## src/sv/top_k_select_with_zeroing_top_assert.svh

```systemverilog
// ----------------------------------------------------------------------------
// Top-K select with zeroing: assertion macros
// Shared concurrent assertion forms for the block's RTL.
// ----------------------------------------------------------------------------
`ifndef TOP_K_SELECT_WITH_ZEROING_TOP_ASSERT_SVH
`define TOP_K_SELECT_WITH_ZEROING_TOP_ASSERT_SVH

// same-cycle implication
`define TKZ_ASSERT_IMPL(lbl, clk, rst_n, ante, cons, msg) \
    lbl: assert property (@(posedge clk) disable iff (!(rst_n)) (ante) |-> (cons)) \
        else $error(msg);

// next-cycle implication
`define TKZ_ASSERT_NEXT(lbl, clk, rst_n, ante, cons, msg) \
    lbl: assert property (@(posedge clk) disable iff (!(rst_n)) (ante) |=> (cons)) \
        else $error(msg);

`endif

```

## src/sv/tkz_pkg.sv

```systemverilog
// ----------------------------------------------------------------------------
// tkz_pkg
// Types, constants and the control store of the top-K selector.
// ----------------------------------------------------------------------------
`default_nettype none

package tkz_pkg;

    localparam int DATA_W = 32;
    localparam int CFG_W  = 6;
    localparam int STEP_W = 3;

    localparam logic [CFG_W-1:0] RESULT_LIMIT = CFG_W'(32);

    localparam logic REG_ROW_LENGTH = 1'b0;
    localparam logic REG_EMIT_COUNT = 1'b1;

    localparam logic [STEP_W-1:0] STEP_LOAD  = 3'd0;
    localparam logic [STEP_W-1:0] STEP_SETUP = 3'd1;
    localparam logic [STEP_W-1:0] STEP_SCAN  = 3'd2;
    localparam logic [STEP_W-1:0] STEP_DRAIN = 3'd3;
    localparam logic [STEP_W-1:0] STEP_EMIT  = 3'd4;
    localparam logic [STEP_W-1:0] STEP_NEXT  = 3'd5;

    typedef enum logic [2:0] {
        C_ALWAYS,
        C_START,
        C_SCAN_END,
        C_OUT_BLOCK,
        C_LAST_ROUND
    } t_cond;

    typedef struct packed {
        logic accept;
        logic clr_scan;
        logic read;
        logic emit;
    } t_ctrl;

    typedef struct packed {
        logic start;
        logic scan_end;
        logic out_block;
        logic last_round;
    } t_flags;

    typedef struct packed {
        t_ctrl             ctrl;
        t_cond             cond;
        logic [STEP_W-1:0] jt;
        logic [STEP_W-1:0] jf;
    } t_uword;

    function automatic t_uword ucode_rom(input logic [STEP_W-1:0] addr);
        t_uword w;
        w = '0;
        w.cond = C_ALWAYS;
        case (addr)
            STEP_LOAD: begin
                w.ctrl.accept = 1'b1;
                w.cond        = C_START;
                w.jt          = STEP_SETUP;
                w.jf          = STEP_LOAD;
            end
            STEP_SETUP: begin
                w.ctrl.clr_scan = 1'b1;
                w.jt            = STEP_SCAN;
                w.jf            = STEP_SCAN;
            end
            STEP_SCAN: begin
                w.ctrl.read = 1'b1;
                w.cond      = C_SCAN_END;
                w.jt        = STEP_DRAIN;
                w.jf        = STEP_SCAN;
            end
            STEP_DRAIN: begin
                w.jt = STEP_EMIT;
                w.jf = STEP_EMIT;
            end
            STEP_EMIT: begin
                w.ctrl.emit = 1'b1;
                w.cond      = C_OUT_BLOCK;
                w.jt        = STEP_EMIT;
                w.jf        = STEP_NEXT;
            end
            STEP_NEXT: begin
                w.cond = C_LAST_ROUND;
                w.jt   = STEP_LOAD;
                w.jf   = STEP_SETUP;
            end
            default: begin
                w.jt = STEP_LOAD;
                w.jf = STEP_LOAD;
            end
        endcase
        return w;
    endfunction

endpackage

`default_nettype wire

```

## src/sv/tkz_seq.sv

```systemverilog
// ----------------------------------------------------------------------------
// tkz_seq
// Step counter and control store; branches on datapath flags.
// ----------------------------------------------------------------------------
`default_nettype none

module tkz_seq (
    input  wire logic           i_clk,
    input  wire logic           i_rst_n,
    input  tkz_pkg::t_flags     i_flags,
    output tkz_pkg::t_ctrl      o_ctrl
);
    import tkz_pkg::*;

    logic [STEP_W-1:0] r_step;
    logic [STEP_W-1:0] n_step;
    t_uword            uword;
    logic              cond_true;

    assign uword  = ucode_rom(r_step);
    assign o_ctrl = uword.ctrl;

    always_comb begin
        case (uword.cond)
            C_ALWAYS:     cond_true = 1'b1;
            C_START:      cond_true = i_flags.start;
            C_SCAN_END:   cond_true = i_flags.scan_end;
            C_OUT_BLOCK:  cond_true = i_flags.out_block;
            C_LAST_ROUND: cond_true = i_flags.last_round;
            default:      cond_true = 1'b1;
        endcase
        n_step = cond_true ? uword.jt : uword.jf;
    end

    always_ff @(posedge i_clk) begin
        if (!i_rst_n) begin
            r_step <= STEP_LOAD;
        end else begin
            r_step <= n_step;
        end
    end

endmodule

`default_nettype wire

```

## src/sv/tkz_dp.sv

```systemverilog
// ----------------------------------------------------------------------------
// tkz_dp
// Row memory, running maximum, round counter and output register.
// ----------------------------------------------------------------------------
`default_nettype none

`include "top_k_select_with_zeroing_top_assert.svh"

module tkz_dp #(
    parameter int MAX_ROW_LENGTH = 32
) (
    input  wire logic                         i_clk,
    input  wire logic                         i_rst_n,
    input  tkz_pkg::t_ctrl                    i_ctrl,
    output tkz_pkg::t_flags                   o_flags,
    input  wire logic [tkz_pkg::CFG_W-1:0]    i_row_length,
    input  wire logic [tkz_pkg::CFG_W-1:0]    i_emit_count,
    input  wire logic                         i_in_valid,
    output logic                              o_in_stall,
    input  wire logic signed [tkz_pkg::DATA_W-1:0] i_sample_value,
    output logic                              o_out_valid,
    input  wire logic                         i_out_stall,
    output logic signed [tkz_pkg::DATA_W-1:0] o_max_value,
    output logic                              o_final_result
);
    import tkz_pkg::*;

    localparam int AW = (MAX_ROW_LENGTH > 1) ? $clog2(MAX_ROW_LENGTH) : 1;
    localparam int LW = $clog2(MAX_ROW_LENGTH + 1);

    logic [DATA_W-1:0]        mem [MAX_ROW_LENGTH];

    logic [LW-1:0]            r_loaded;
    logic [CFG_W-1:0]         r_rounds;
    logic [AW-1:0]            r_scan_idx;
    logic [AW-1:0]            r_rd_idx;
    logic                     r_rd_vld;
    logic signed [DATA_W-1:0] r_rd_data;
    logic signed [DATA_W-1:0] r_best;
    logic [AW-1:0]            r_best_idx;
    logic                     r_out_vld;
    logic signed [DATA_W-1:0] r_out_data;
    logic                     r_out_final;

    logic [LW-1:0]            len_eff;
    logic [CFG_W-1:0]         emit_eff;
    logic                     accept;
    logic                     row_full;
    logic                     out_block;
    logic                     emit_fire;

    always_comb begin
        if (i_row_length == '0) begin
            len_eff = LW'(1);
        end else if (32'(i_row_length) > 32'(MAX_ROW_LENGTH)) begin
            len_eff = LW'(MAX_ROW_LENGTH);
        end else begin
            len_eff = LW'(i_row_length);
        end
    end

    assign emit_eff   = (i_emit_count > RESULT_LIMIT) ? RESULT_LIMIT : i_emit_count;
    assign o_in_stall = !i_ctrl.accept;
    assign accept     = i_ctrl.accept && i_in_valid;
    assign row_full   = ({1'b0, r_loaded} + (LW+1)'(1)) >= {1'b0, len_eff};
    assign out_block  = r_out_vld && i_out_stall;
    assign emit_fire  = i_ctrl.emit && !out_block;

    assign o_flags.start      = i_in_valid && row_full && (emit_eff != '0);
    assign o_flags.scan_end   = LW'(r_scan_idx) == (len_eff - LW'(1));
    assign o_flags.out_block  = out_block;
    assign o_flags.last_round = r_rounds == emit_eff;

    // row memory: one write port, one registered read port
    always_ff @(posedge i_clk) begin
        if (accept && (r_loaded < LW'(MAX_ROW_LENGTH))) begin
            mem[r_loaded[AW-1:0]] <= i_sample_value;
        end else if (emit_fire) begin
            mem[r_best_idx] <= '0;
        end
        if (i_ctrl.read) begin
            r_rd_data <= mem[r_scan_idx];
            r_rd_idx  <= r_scan_idx;
        end
    end

    // running maximum; ties move to the higher index
    always_ff @(posedge i_clk) begin
        if (r_rd_vld && ((r_rd_idx == '0) || (r_rd_data >= r_best))) begin
            r_best     <= r_rd_data;
            r_best_idx <= r_rd_idx;
        end
        if (emit_fire) begin
            r_out_data  <= r_best;
            r_out_final <= (r_rounds + CFG_W'(1)) == emit_eff;
        end
    end

    always_ff @(posedge i_clk) begin
        if (!i_rst_n) begin
            r_loaded   <= '0;
            r_rounds   <= '0;
            r_scan_idx <= '0;
            r_rd_vld   <= 1'b0;
            r_out_vld  <= 1'b0;
        end else begin
            r_rd_vld <= i_ctrl.read;
            if (accept) begin
                if (row_full) begin
                    r_loaded <= '0;
                    r_rounds <= '0;
                end else begin
                    r_loaded <= r_loaded + LW'(1);
                end
            end else if (emit_fire) begin
                r_rounds <= r_rounds + CFG_W'(1);
            end
            if (i_ctrl.clr_scan) begin
                r_scan_idx <= '0;
            end else if (i_ctrl.read) begin
                r_scan_idx <= r_scan_idx + AW'(1);
            end
            if (emit_fire) begin
                r_out_vld <= 1'b1;
            end else if (r_out_vld && !i_out_stall) begin
                r_out_vld <= 1'b0;
            end
        end
    end

    assign o_out_valid    = r_out_vld;
    assign o_max_value    = r_out_data;
    assign o_final_result = r_out_final;

    `TKZ_ASSERT_IMPL(a_scan_in_row, i_clk, i_rst_n, i_ctrl.read, LW'(r_scan_idx) < len_eff, "scan index beyond row length")
    `TKZ_ASSERT_IMPL(a_round_in_range, i_clk, i_rst_n, i_ctrl.read, r_rounds < emit_eff, "scan started after last round")
    `TKZ_ASSERT_NEXT(a_emit_loads_out, i_clk, i_rst_n, emit_fire, r_out_vld && (r_rounds != '0), "emitted round not registered")

endmodule

`default_nettype wire

```

## src/sv/top_k_select_with_zeroing_top.sv

```systemverilog
// ----------------------------------------------------------------------------
// top_k_select_with_zeroing_top
// Top-K selection by repeated maximum, with an APB register port.
// ----------------------------------------------------------------------------
// Samples load one per cycle until row_length have arrived. The block then
// stalls its input and runs emit_count rounds; each round steps through
// setup, one read per entry through the single read port of the row memory,
// a drain step, the zero write with the output transfer, and a branch, and
// waits at the output transfer while the output is stalled. The last result
// of a row carries final_result. No clearing pass after reset.
`default_nettype none

module top_k_select_with_zeroing_top #(
    parameter int MAX_ROW_LENGTH = 32
) (
    input  wire logic                              i_clk,
    input  wire logic                              i_rst_n,
    input  wire logic                              psel,
    input  wire logic                              penable,
    input  wire logic                              pwrite,
    input  wire logic [2:0]                        paddr,
    input  wire logic [31:0]                       pwdata,
    output logic [31:0]                            prdata,
    output logic                                   pready,
    input  wire logic                              i_in_valid,
    output logic                                   o_in_stall,
    input  wire logic signed [tkz_pkg::DATA_W-1:0] i_sample_value,
    output logic                                   o_out_valid,
    input  wire logic                              i_out_stall,
    output logic signed [tkz_pkg::DATA_W-1:0]      o_max_value,
    output logic                                   o_final_result
);
    import tkz_pkg::*;

    logic [CFG_W-1:0] r_row_length;
    logic [CFG_W-1:0] r_emit_count;
    logic             cfg_write;
    t_ctrl            ctrl;
    t_flags           flags;

    assign pready    = 1'b1;
    assign cfg_write = psel && penable && pwrite && pready;

    always_ff @(posedge i_clk) begin
        if (!i_rst_n) begin
            r_row_length <= CFG_W'(32);
            r_emit_count <= CFG_W'(1);
        end else if (cfg_write) begin
            case (paddr[2])
                REG_ROW_LENGTH: r_row_length <= pwdata[CFG_W-1:0];
                REG_EMIT_COUNT: r_emit_count <= pwdata[CFG_W-1:0];
                default:        r_row_length <= r_row_length;
            endcase
        end
    end

    always_comb begin
        case (paddr[2])
            REG_ROW_LENGTH: prdata = 32'(r_row_length);
            REG_EMIT_COUNT: prdata = 32'(r_emit_count);
            default:        prdata = '0;
        endcase
    end

    tkz_seq u_seq (
        .i_clk   (i_clk),
        .i_rst_n (i_rst_n),
        .i_flags (flags),
        .o_ctrl  (ctrl)
    );

    tkz_dp #(
        .MAX_ROW_LENGTH (MAX_ROW_LENGTH)
    ) u_dp (
        .i_clk          (i_clk),
        .i_rst_n        (i_rst_n),
        .i_ctrl         (ctrl),
        .o_flags        (flags),
        .i_row_length   (r_row_length),
        .i_emit_count   (r_emit_count),
        .i_in_valid     (i_in_valid),
        .o_in_stall     (o_in_stall),
        .i_sample_value (i_sample_value),
        .o_out_valid    (o_out_valid),
        .i_out_stall    (i_out_stall),
        .o_max_value    (o_max_value),
        .o_final_result (o_final_result)
    );

endmodule

`default_nettype wire

```

## config.mk

```make
export PLATFORM = sky130hd
export DESIGN_NAME = top_k_select_with_zeroing_top
export DESIGN_NICKNAME = d
export VERILOG_FILES = /design/src/sv/tkz_pkg.sv /design/src/sv/tkz_seq.sv /design/src/sv/tkz_dp.sv /design/src/sv/top_k_select_with_zeroing_top.sv
export VERILOG_INCLUDE_DIRS = /design/src /design/src/sv
export SDC_FILE = /design/constraint.sdc
export NUM_CORES = 1
export LEC_CHECK = 0
export BUFFER_PORTS_ARGS = -buffer_cell sky130_fd_sc_hd__buf_2
export CAP_MARGIN = 30
export CORE_MARGIN = 10
export CORE_UTILIZATION = 55
export DETAILED_ROUTE_END_ITERATION = 8
export GPL_TIMING_DRIVEN = 0
export HOLD_SLACK_MARGIN = 0.02
export PLACE_DENSITY_LB_ADDON = 0.1
export SLEW_MARGIN = 20
export SYNTH_ARGS = -nofsm -noshare
export SYNTH_HDL_FRONTEND = slang
export SYNTH_SLANG_ARGS = --single-unit
```

## constraint.sdc

```tcl
create_clock -name i_clk -period 13.9 [get_ports i_clk]
set_input_delay 0.695 -clock i_clk [delete_from_list [all_inputs] [get_ports i_clk]]
set_output_delay 0.695 -clock i_clk [all_outputs]
set_load 0.01 [all_outputs]
```

Word-level counts from Yosys, hierarchy flattened
Memory sizes are Yosys's and may differ from the RTL's. A register that Yosys moved wholly into a read port is not among the register bits.
Cells that the tools add are included.
{ "op_classes": {"n_addsub": 5, "n_mul": 0, "div": 0, "n_lt_le_gt_ge": 5, "eq_ne": 13, "n_shift": 0, "muxes": 26, "bitwise_logic": 2, "n_reduce_logical": 25} }
{ "ops": {"columns": ["cell", "n"], "rows": [
  ["32-bit case mux with 2 select lines", 1],
  ["6-bit 2-to-1 mux", 7],
  ["6-bit case mux with 6 select lines", 1],
  ["32-bit greater-or-equal comparator", 1],
  ["32-bit 2-to-1 mux", 1],
  ["32-bit OR reduction", 1],
  ["6-bit by 1-bit adder with 6-bit output, second input constant", 2],
  ["3-bit by 2-bit == test with 1-bit output, second input constant", 4],
  ["6-bit == test", 2],
  ["6-bit greater-than comparator, second input constant", 2],
  ["1-bit 2-to-1 mux", 12],
  ["3-bit case mux with 4 select lines", 1],
  ["1-bit logical AND", 10],
  ["3-bit == test, second input constant", 3],
  ["6-bit by 1-bit adder with 7-bit output, second input constant", 1],
  ["7-bit by 6-bit greater-or-equal comparator with 1-bit output", 1],
  ["3-bit by 1-bit == test with 1-bit output, second input constant", 2],
  ["5-bit by 6-bit == test with 1-bit output", 1],
  ["6-bit logical NOT", 1],
  ["6-bit less-than comparator, second input constant", 1],
  ["2-bit AND reduction", 3],
  ["6-bit nonzero test", 1],
  ["6-bit by 1-bit subtractor with 6-bit output, second input constant", 1],
  ["5-bit by 1-bit adder with 5-bit output, second input constant", 1],
  ["11 further kinds", 15]
]} }
{ "word_totals": {"regBits": 109, "latch_bits": 0, "mem_bits_rw": 1024, "rom_bits": 0, "output_inout_bits": 68, "elab_cells": 90, "memories": 1} }
{ "memory_table": {"columns": ["name", "words", "width", "read_ports", "rd_ports_with_merged_regs", "write_ports", "line_no", "source"], "rows": [
  ["u_dp.mem", 32, 32, 1, 1, 1, "tkz_dp.sv:31", "logic [DATA_W-1:0] mem [MAX_ROW_LENGTH];"]
]} }

Logic depth before layout (Yosys ltp)
Gate-level depths: netlist (run 1).
{ "logic_depth": {"ltp_word": 8, "depth_mapped": 11, "depth_no_buf": 10} }

Modules after synthesis
From an unflattened synthesis (run 1), not the netlist that was laid out.
{ "unflattened": {"cells_unflattened": 2076, "hier_area_um2": 45700.1} }
{ "by_module_without_submodules": {"columns": ["mod", "n_inst", "cells_each", "area_each_um2"], "rows": [
  ["tkz_dp", 1, 1971, 44725.4],
  ["top_k_select_with_zeroing_top", 1, 87, 788.3],
  ["tkz_seq", 1, 18, 186.4]
]} }

Worst setup path after synthesis (run 1)
Ideal clock, no wire load.
{ "synth_timing": {"kind": "register -> register", "from": "reg u_seq.r_step[0]", "to": "reg u_dp.r_scan_idx[3]", "setup_ns": 0.136, "arrival_time_ns": 4.253, "setup_slack_ns": 9.512, "stages_incl_launch_ff": 6, "cell_sequence": "dfxtp_1 > clkbuf_1 > nor3b_1 > nand4_1 > xor2_1 > nor2_1"} }
{ "synth_rtl": {"columns": ["item", "line_no", "source"], "rows": [
  ["from (decl)", "tkz_seq.sv:15", "logic [STEP_W-1:0] r_step;"],
  ["from (signal assigned)", "tkz_seq.sv:39", "r_step <= n_step;"],
  ["to (signal assigned)", "tkz_dp.sv:121", "r_scan_idx <= r_scan_idx + AW'(1);"],
  ["to (decl)", "tkz_dp.sv:35", "logic [AW-1:0] r_scan_idx;"]
]} }

==> results of run 1 <==
state kept, by name (all words and copies together) (netlist names), 6 cells and up:
| register | flops |
|---|---|
| u_dp.mem | 1024 |
| u_dp.o_max_value | 32 |
| u_dp.r_best | 32 |
| u_dp.r_rd_data | 32 |
| r_emit_count | 6 |
| r_row_length | 6 |
| u_dp.r_loaded | 6 |
| u_dp.r_rounds | 6 |
final timing paths:
check	from	end	slack [ps]	depth (start not counted)
hold reg to reg	u_dp.r_scan_idx[4]	u_dp.r_rd_idx[4]	430	0
setup / recovery	u_dp.r_scan_idx[1]	u_dp.r_rd_data[17]	9820	6
hold / removal	pwdata[0]	r_emit_count[0]	260	3
setup reg to reg	u_dp.r_scan_idx[1]	u_dp.r_rd_data[17]	9820	6
area by class of cell:
cell class	count	area, sq um	share of cell area
Tap cell	1070	1339	0.02532
Multi-Input combinational cell	764	10520	0.1990
Inverter	42	157.7	0.002982
Clock buffer	147	3040	0.05750
Clock inverter	68	465.4	0.008803
Buffer	131	718.2	0.01358
Timing Repair Buffer	169	1986	0.03755
Sequential cell	1165	34640	0.6552
critical path, stage by stage (launching register included):
cell,delay [ps]
dfxtp_1,370
clkbuf_1,430
clkbuf_1,810
buf_1,820
mux4_2,440
mux4_2,520
mux2_2,380
synthesized netlist by cell type (3+ instances only):
library cell  instances  area [sq um]
mux2_2               36         405.4
and3_1                3         18.77
nand3_1              16         80.08
ha_1                 41         513.0
nor2b_1              10         62.56
a21oi_1              12         60.06
nor2_1               62         232.7
and2_1               35         219.0
mux4_2              320          7207
dfxtp_1              34         680.7
nor4bb_1              3         30.03
edfxtp_1           1131         33960
buf_2                11         55.05
clkbuf_1             60         225.2
inv_1                41         153.9
buf_4                47         352.8
mux2i_1              14         140.1
buf_6                 4         45.04
a21boi_0             10         75.07
o211ai_1              3         22.52
nor3_1                8         40.04
xor2_1               13         113.9
nand2_1              37         138.9
nand4_1              12         75.07
o21ai_0              20         100.1
a21o_1                3         22.52
nor4_1                3         18.77
nor3b_1               7         52.55
a211oi_1              3         22.52
nand2b_1             10         62.56
or2_2                 4         25.02
xnor2_1              13         113.9
buf_1                 9         33.78
o32ai_1               3         26.28
a31oi_1              15         93.84
cells by family (layout without fill, tap and decap cells):
family,Yosys count,in the layout,synth area share
compound gates,85,85,0.01217
xor+xnor,26,26,0.004986
fa+ha+maj,42,42,0.01145
buf+inv,173,557,0.01904
flops,1165,1165,0.7586
mux,370,370,0.1698
other cells,2,27,0.0001644
simple gates,214,214,0.02384
layout by cell type, fill, tap and decap left out, types with 37 or more instances in the layout:
master        n
clkbuf_1     86
inv_1        40
buf_2        97
clkbuf_16   117
ha_1         41
nand2_1      37
buf_4        51
edfxtp_1   1131
mux4_2      320
report_power, final:
| part | internal, mW | total [mW] | switching (mW) | leakage, nW |
|---|---|---|---|---|
| registers | 3.87 | 3.87 | 0.00552 | 10.5 |
| logic | 0.0652 | 0.180 | 0.115 | 4.48 |
| clock network | 1.63 | 2.92 | 1.29 | 1.72 |
| total | 5.57 | 6.98 | 1.41 | 16.7 |
per-layer routing:
metal  GRT usage  part of all wire  routed length [um]
met1      0.3227              0.40               44490
met2      0.3732              0.48               53380
met3     0.06461             0.092               10220
met4     0.07328             0.028                3135
met5           0                 0                   0
through the flow:
stage                     cells  setup slack [ps]  utilization
after global placement     3257              6962       0.5779
after global routing       3556              9779       0.6429
after floorplan            2102              9512            -
after detailed placement   3316              9814       0.5958
after CTS                  3531              9816       0.6384
final                      3556              9823       0.6429
==> results.json, run 1 <==
{
  "seq_area_frac_synth": 0.7586,
  "power_leakage_nw": 16.66,
  "arrival_ps": 4490,
  "period_share": 0.2933,
  "gp_congestion": 0.8104,
  "vias_per_cell": 6.239,
  "setup_viol": 0,
  "startpoint_type": "register",
  "cp_max_fo": 10,
  "portBuffers": 85,
  "dieWidth_um": 308.2,
  "critPathCaptureType": "register",
  "status": "finished with violations",
  "antenna_found_initial": 1,
  "drt_first_pass_iters": 7,
  "worstMarginPinSlew_ps": 1023,
  "avgRoutedWirePerCell_um": 31.28,
  "period_needed_ps": 4077,
  "max_cap_violations": 0,
  "cts_resized": 0,
  "synthFlopType": "edfxtp_1",
  "grt_usage": 0.2369,
  "grt_setup_unrepaired": "no",
  "min_path_type": "in -> reg",
  "worst_ep_required_time_ps": 14310,
  "synth_edf_count": 1131,
  "antenna_cells": 0,
  "synthToLayoutAreaGrowth_pct": 15.78,
  "rows": 105,
  "postCtsSetupBuffers": 0,
  "tritoncts": "done",
  "root_buffer": "clkbuf_16",
  "timing.hold.ws_ps": 264.2,
  "dp_hpwl_um": 73240,
  "grt_pass1_wl_um": 159400,
  "async_reset_ff_frac": 0,
  "fmax_mhz": 245.3,
  "syn-instance-count": 2077,
  "drt_wl_total_um": 111200,
  "die_h_um": 308.2,
  "vias": 22187,
  "placed_cell_area_sq_mm": 0.04900,
  "yosysWarnings": 0,
  "numCtsBuffers": 117,
  "drt_iter0_markers": 2327,
  "grt.overflow.total": 0,
  "p_total_mw": 6.975,
  "hold_violations": 0,
  "syn_area_per_cell_sq_um": 21.99,
  "grt_pass1_vias": 22730,
  "clkLatencyLatePin_ps": 690,
  "synth_cell_types": 55,
  "final_cell_area_sq_mm": 0.05287,
  "cts_max_level": 3,
  "drc": 1,
  "synth-seq-cells": 1165,
  "cts_num_sinks": 1165,
  "drive_gt1_frac": 0.3182,
  "critical_path_class": "reg -> reg",
  "cellPowerDensity_mw_per_mm2": 131.9,
  "core_sq_mm": 0.08224,
  "io_pins": 142,
  "clock_skew_ps": 30.54,
  "ir_worst_vdd_v": 0.0001171,
  "drtAntennaViolNets": 0,
  "syn_area_sq_mm": 0.04567,
  "grt_max_degree": 40,
  "failed_checks": "DRC",
  "fillers": 5396,
  "slew_headroom": 0.3182,
  "hold_buffers": 0,
  "die_area_sq_mm": 0.09496,
  "clkTransAtPathRegs_ps": 60,
  "final_max_slew_viol_count": 0,
  "start_util": 0.5553,
  "setup_tns_ps": 0,
  "final_net_count": 2505,
  "clock_path_buffers": 3
}
Note: power is estimated with default switching activity, not from simulation.
==> run 2, diff against run 1 <==
- ABC_AREA: unset -> 1
- clock period: 13.9 -> 3.7 ns (I/O delays scaled with it)
==> run 2 against run 1 <==
The run now ends clean. Critical path depth increased by 1. Count of clock-buffer cells in the layout decreased by 6. Die area increased by 1.4%. Combinational power increased to 11 times the previous value. Largest cell class unchanged.
==> results.json, run 2 <==
{
  "ys_top_cells_by_area": "edfxtp_1 (73%), o21ai_0 (5.9%), nor2_1 (4.7%)",
  "most-common-layout-cells": "edfxtp_1 (1131), nor2_1 (551), o21ai_0 (548)",
  "synth_cell_types": 41,
  "yosysWarnings": 0,
  "cellPowerDensity_mw_per_mm2": 518.3,
  "async_reset_ff_frac": 0,
  "rrSetupSlack_ps": 20,
  "crit_family": "buffers and inverters",
  "cpMaxStageDelayCell": "clkbuf_1",
  "placed_cell_area_sq_mm": 0.04964,
  "critical_path_class": "reg -> reg",
  "drtAntennaViolNets": 0,
  "seq_area_frac_synth": 0.7471,
  "reg2reg_from": "u_dp.r_scan_idx[2]",
  "final_max_slew_viol_count": 0,
  "dp_cells": 4780,
  "period_needed_ps": 3677,
  "vias_per_cell": 6.460,
  "numCtsBuffers": 113,
  "grt_pass1_wl_um": 211400,
  "p_total_mw": 27.82,
  "slew_headroom": 0.3052,
  "syn-instance-count": 3536,
  "pre_cts_slack_ps": 189.4,
  "fmax_mhz": 272.0,
  "clock_path_buffers": 3,
  "period_share": 0.9937,
  "rows": 106,
  "drive_gt1_frac": 0.1221,
  "hold_start": "i_sample_value[6]",
  "max_cap_violations": 0,
  "tritoncts": "done",
  "core_sq_mm": 0.08356,
  "reg2reg_depth": 7,
  "worst_ep_required_time_ps": 4120,
  "synth-seq-cells": 1165,
  "final_cell_area_sq_mm": 0.05367,
  "portBuffers": 86,
  "min_path_type": "in -> reg",
  "critPathCaptureType": "register",
  "cp_num_buf_inv": 3,
  "ys_top_cells_by_count": "edfxtp_1 (1131), nor2_1 (584), o21ai_0 (548), nand2_1 (252), o22ai_1 (154)",
  "drt_wl_total_um": 149500,
  "avgRoutedWirePerCell_um": 29.70,
  "holdPathEnd": "u_dp.mem[18][6]",
  "die_area_sq_mm": 0.09633,
  "cpPeakStageDelay_ps": 810,
  "drt_first_pass_iters": 7,
  "cts_max_level": 3,
  "die_h_um": 310.4,
  "synthToLayoutAreaGrowth_pct": 15.74,
  "synthFlopType": "edfxtp_1",
  "clkLatencyLatePin_ps": 710,
  "grt.overflow.total": 0,
  "power_leakage_nw": 18.18,
  "cp_cell_sequence": "clkbuf_1 > clkbuf_1 > o221ai_1 > o211ai_1 > nand3_1 > o21ai_1 > inv_1",
  "dp_hpwl_um": 101500,
  "status": "finished, final reports clean",
  "syn_area_sq_mm": 0.04637,
  "syn_area_per_cell_sq_um": 13.11,
  "io_pins": 142,
  "vias": 32508,
  "startpoint_type": "register",
  "hold_violations": 0,
  "grt_max_degree": 43,
  "final_net_count": 3974,
  "cts_num_sinks": 1165,
  "clock_skew_ps": 36.07,
  "fin_cells": 5032,
  "setup_slack_ps": 23.42,
  "setup_viol": 0,
  "arrival_ps": 4100,
  "drc": 0,
  "synth.most_common_cell": "edfxtp_1",
  "gp_congestion": 0.9447,
  "clkTransAtPathRegs_ps": 60,
  "worstMarginPinSlew_ps": 1042,
  "drt_iter0_markers": 5141,
  "final_common_cell": "edfxtp_1",
  "synth_top_area_frac": 0.7324,
  "grt_usage": 0.3061,
  "synth_edf_count": 1131,
  "synth_area_leader_cell": "edfxtp_1",
  "dieWidth_um": 310.4,
  "r2r-end": "u_dp.r_rd_data[13]",
  "path_common_cell": "clkbuf_1",
  "largest_reg_flops": 1024,
  "cp_max_fo": 10,
  "antenna_found_initial": 7,
  "grt_pass1_vias": 31066,
  "root_buffer": "clkbuf_16",
  "top_register": "u_dp.mem",
  "start_util": 0.5550,
  "hold_depth": 3,
  "ir_worst_vdd_v": 0.0004231
}
[run 2: layout make-up]
type                    instances  area [sq um]
fillers                      6099         29880
diodes                          3         7.507
clock buffers                 141          2954
repair buffers                183          2057
well taps                    1080          1351
clock inverters                64         591.8
multi-input cells            1999         10330
flip-flops and latches       1165         34640
inverters                     151         566.8
plain buffers                 246          1169
[run 2: kinds of logic after synthesis]
| kind of cell | share of synthesized area |
|---|---|
| AOI/OAI and AO/OA | 0.1146 |
| adders and majority gates | 0.01106 |
| buffers and inverters | 0.03742 |
| other | 0.0001620 |
| DFF | 0.7471 |
| and+or+nand+nor | 0.08629 |
| xor gates and xnor gates | 0.003400 |
[run 2: timing repair]
| item | 4_1_cts | 5_1_grt |
|---|---|---|
| resized for setup | 0 | 0 |
| endpoints found under the hold margin | 48 | 0 |
| buffers inserted | 0 | 19 |
| hold buffers | 23 | 0 |
| endpoints found under the setup margin | 0 | 153 |
[run 2: stage by stage]
stage | hold slack, ps | TNS, ps | utilization
floorplan | 311.4 | 0 | -
global placement | 415.7 | -1692050 | 0.5774
detailed placement | 422.5 | 0 | 0.5941
CTS | 32.17 | 0 | 0.6393
global route | 102.0 | -163.0 | 0.6423
finish | 66.06 | 0 | 0.6423
[run 2: tightest hold or removal path: stages]
cell     delay (ps)
buf_2            90
nand2_1          50
inv_1           190
[run 2: worst max-delay path by stage]
stage / start / to / slack [ps] / cells past startpoint
6_report: u_dp.r_scan_idx[2] / u_dp.r_rd_data[13] / 20 / 7
5_1_grt: u_seq.r_step[1] / u_dp.mem[13][29] / -10 / 11
4_1_cts: u_seq.r_step[1] / u_dp.mem[19][25] / 160 / 13
3_5_place_dp: u_seq.r_step[1] / u_dp.mem[3][28] / 190 / 13
3_3_place_gp: u_seq.r_step[1] / u_dp.mem[0][20] / -1990 / 12
2_1_floorplan: u_seq.r_step[1] / u_dp.mem[0][0] / 270 / 12
[run 2: report_power, final]
| part | switching (mW) | total (mW) | internal [mW] |
|---|---|---|---|
| Combinational | 1.56 | 2.04 | 0.481 |
| Clock | 4.92 | 11.1 | 6.21 |
| Sequential | 0.0425 | 14.6 | 14.6 |
[run 2: per-layer routing]
layer / vias up / GRT usage / routed length [um]
li1: 13683 / - / -
met1: 16001 / 0.3991 / 53150
met2: 2405 / 0.4754 / 68590
met3: 417 / 0.07402 / 19260
met4: 2 / 0.1590 / 8451
met5: - / 0 / 13
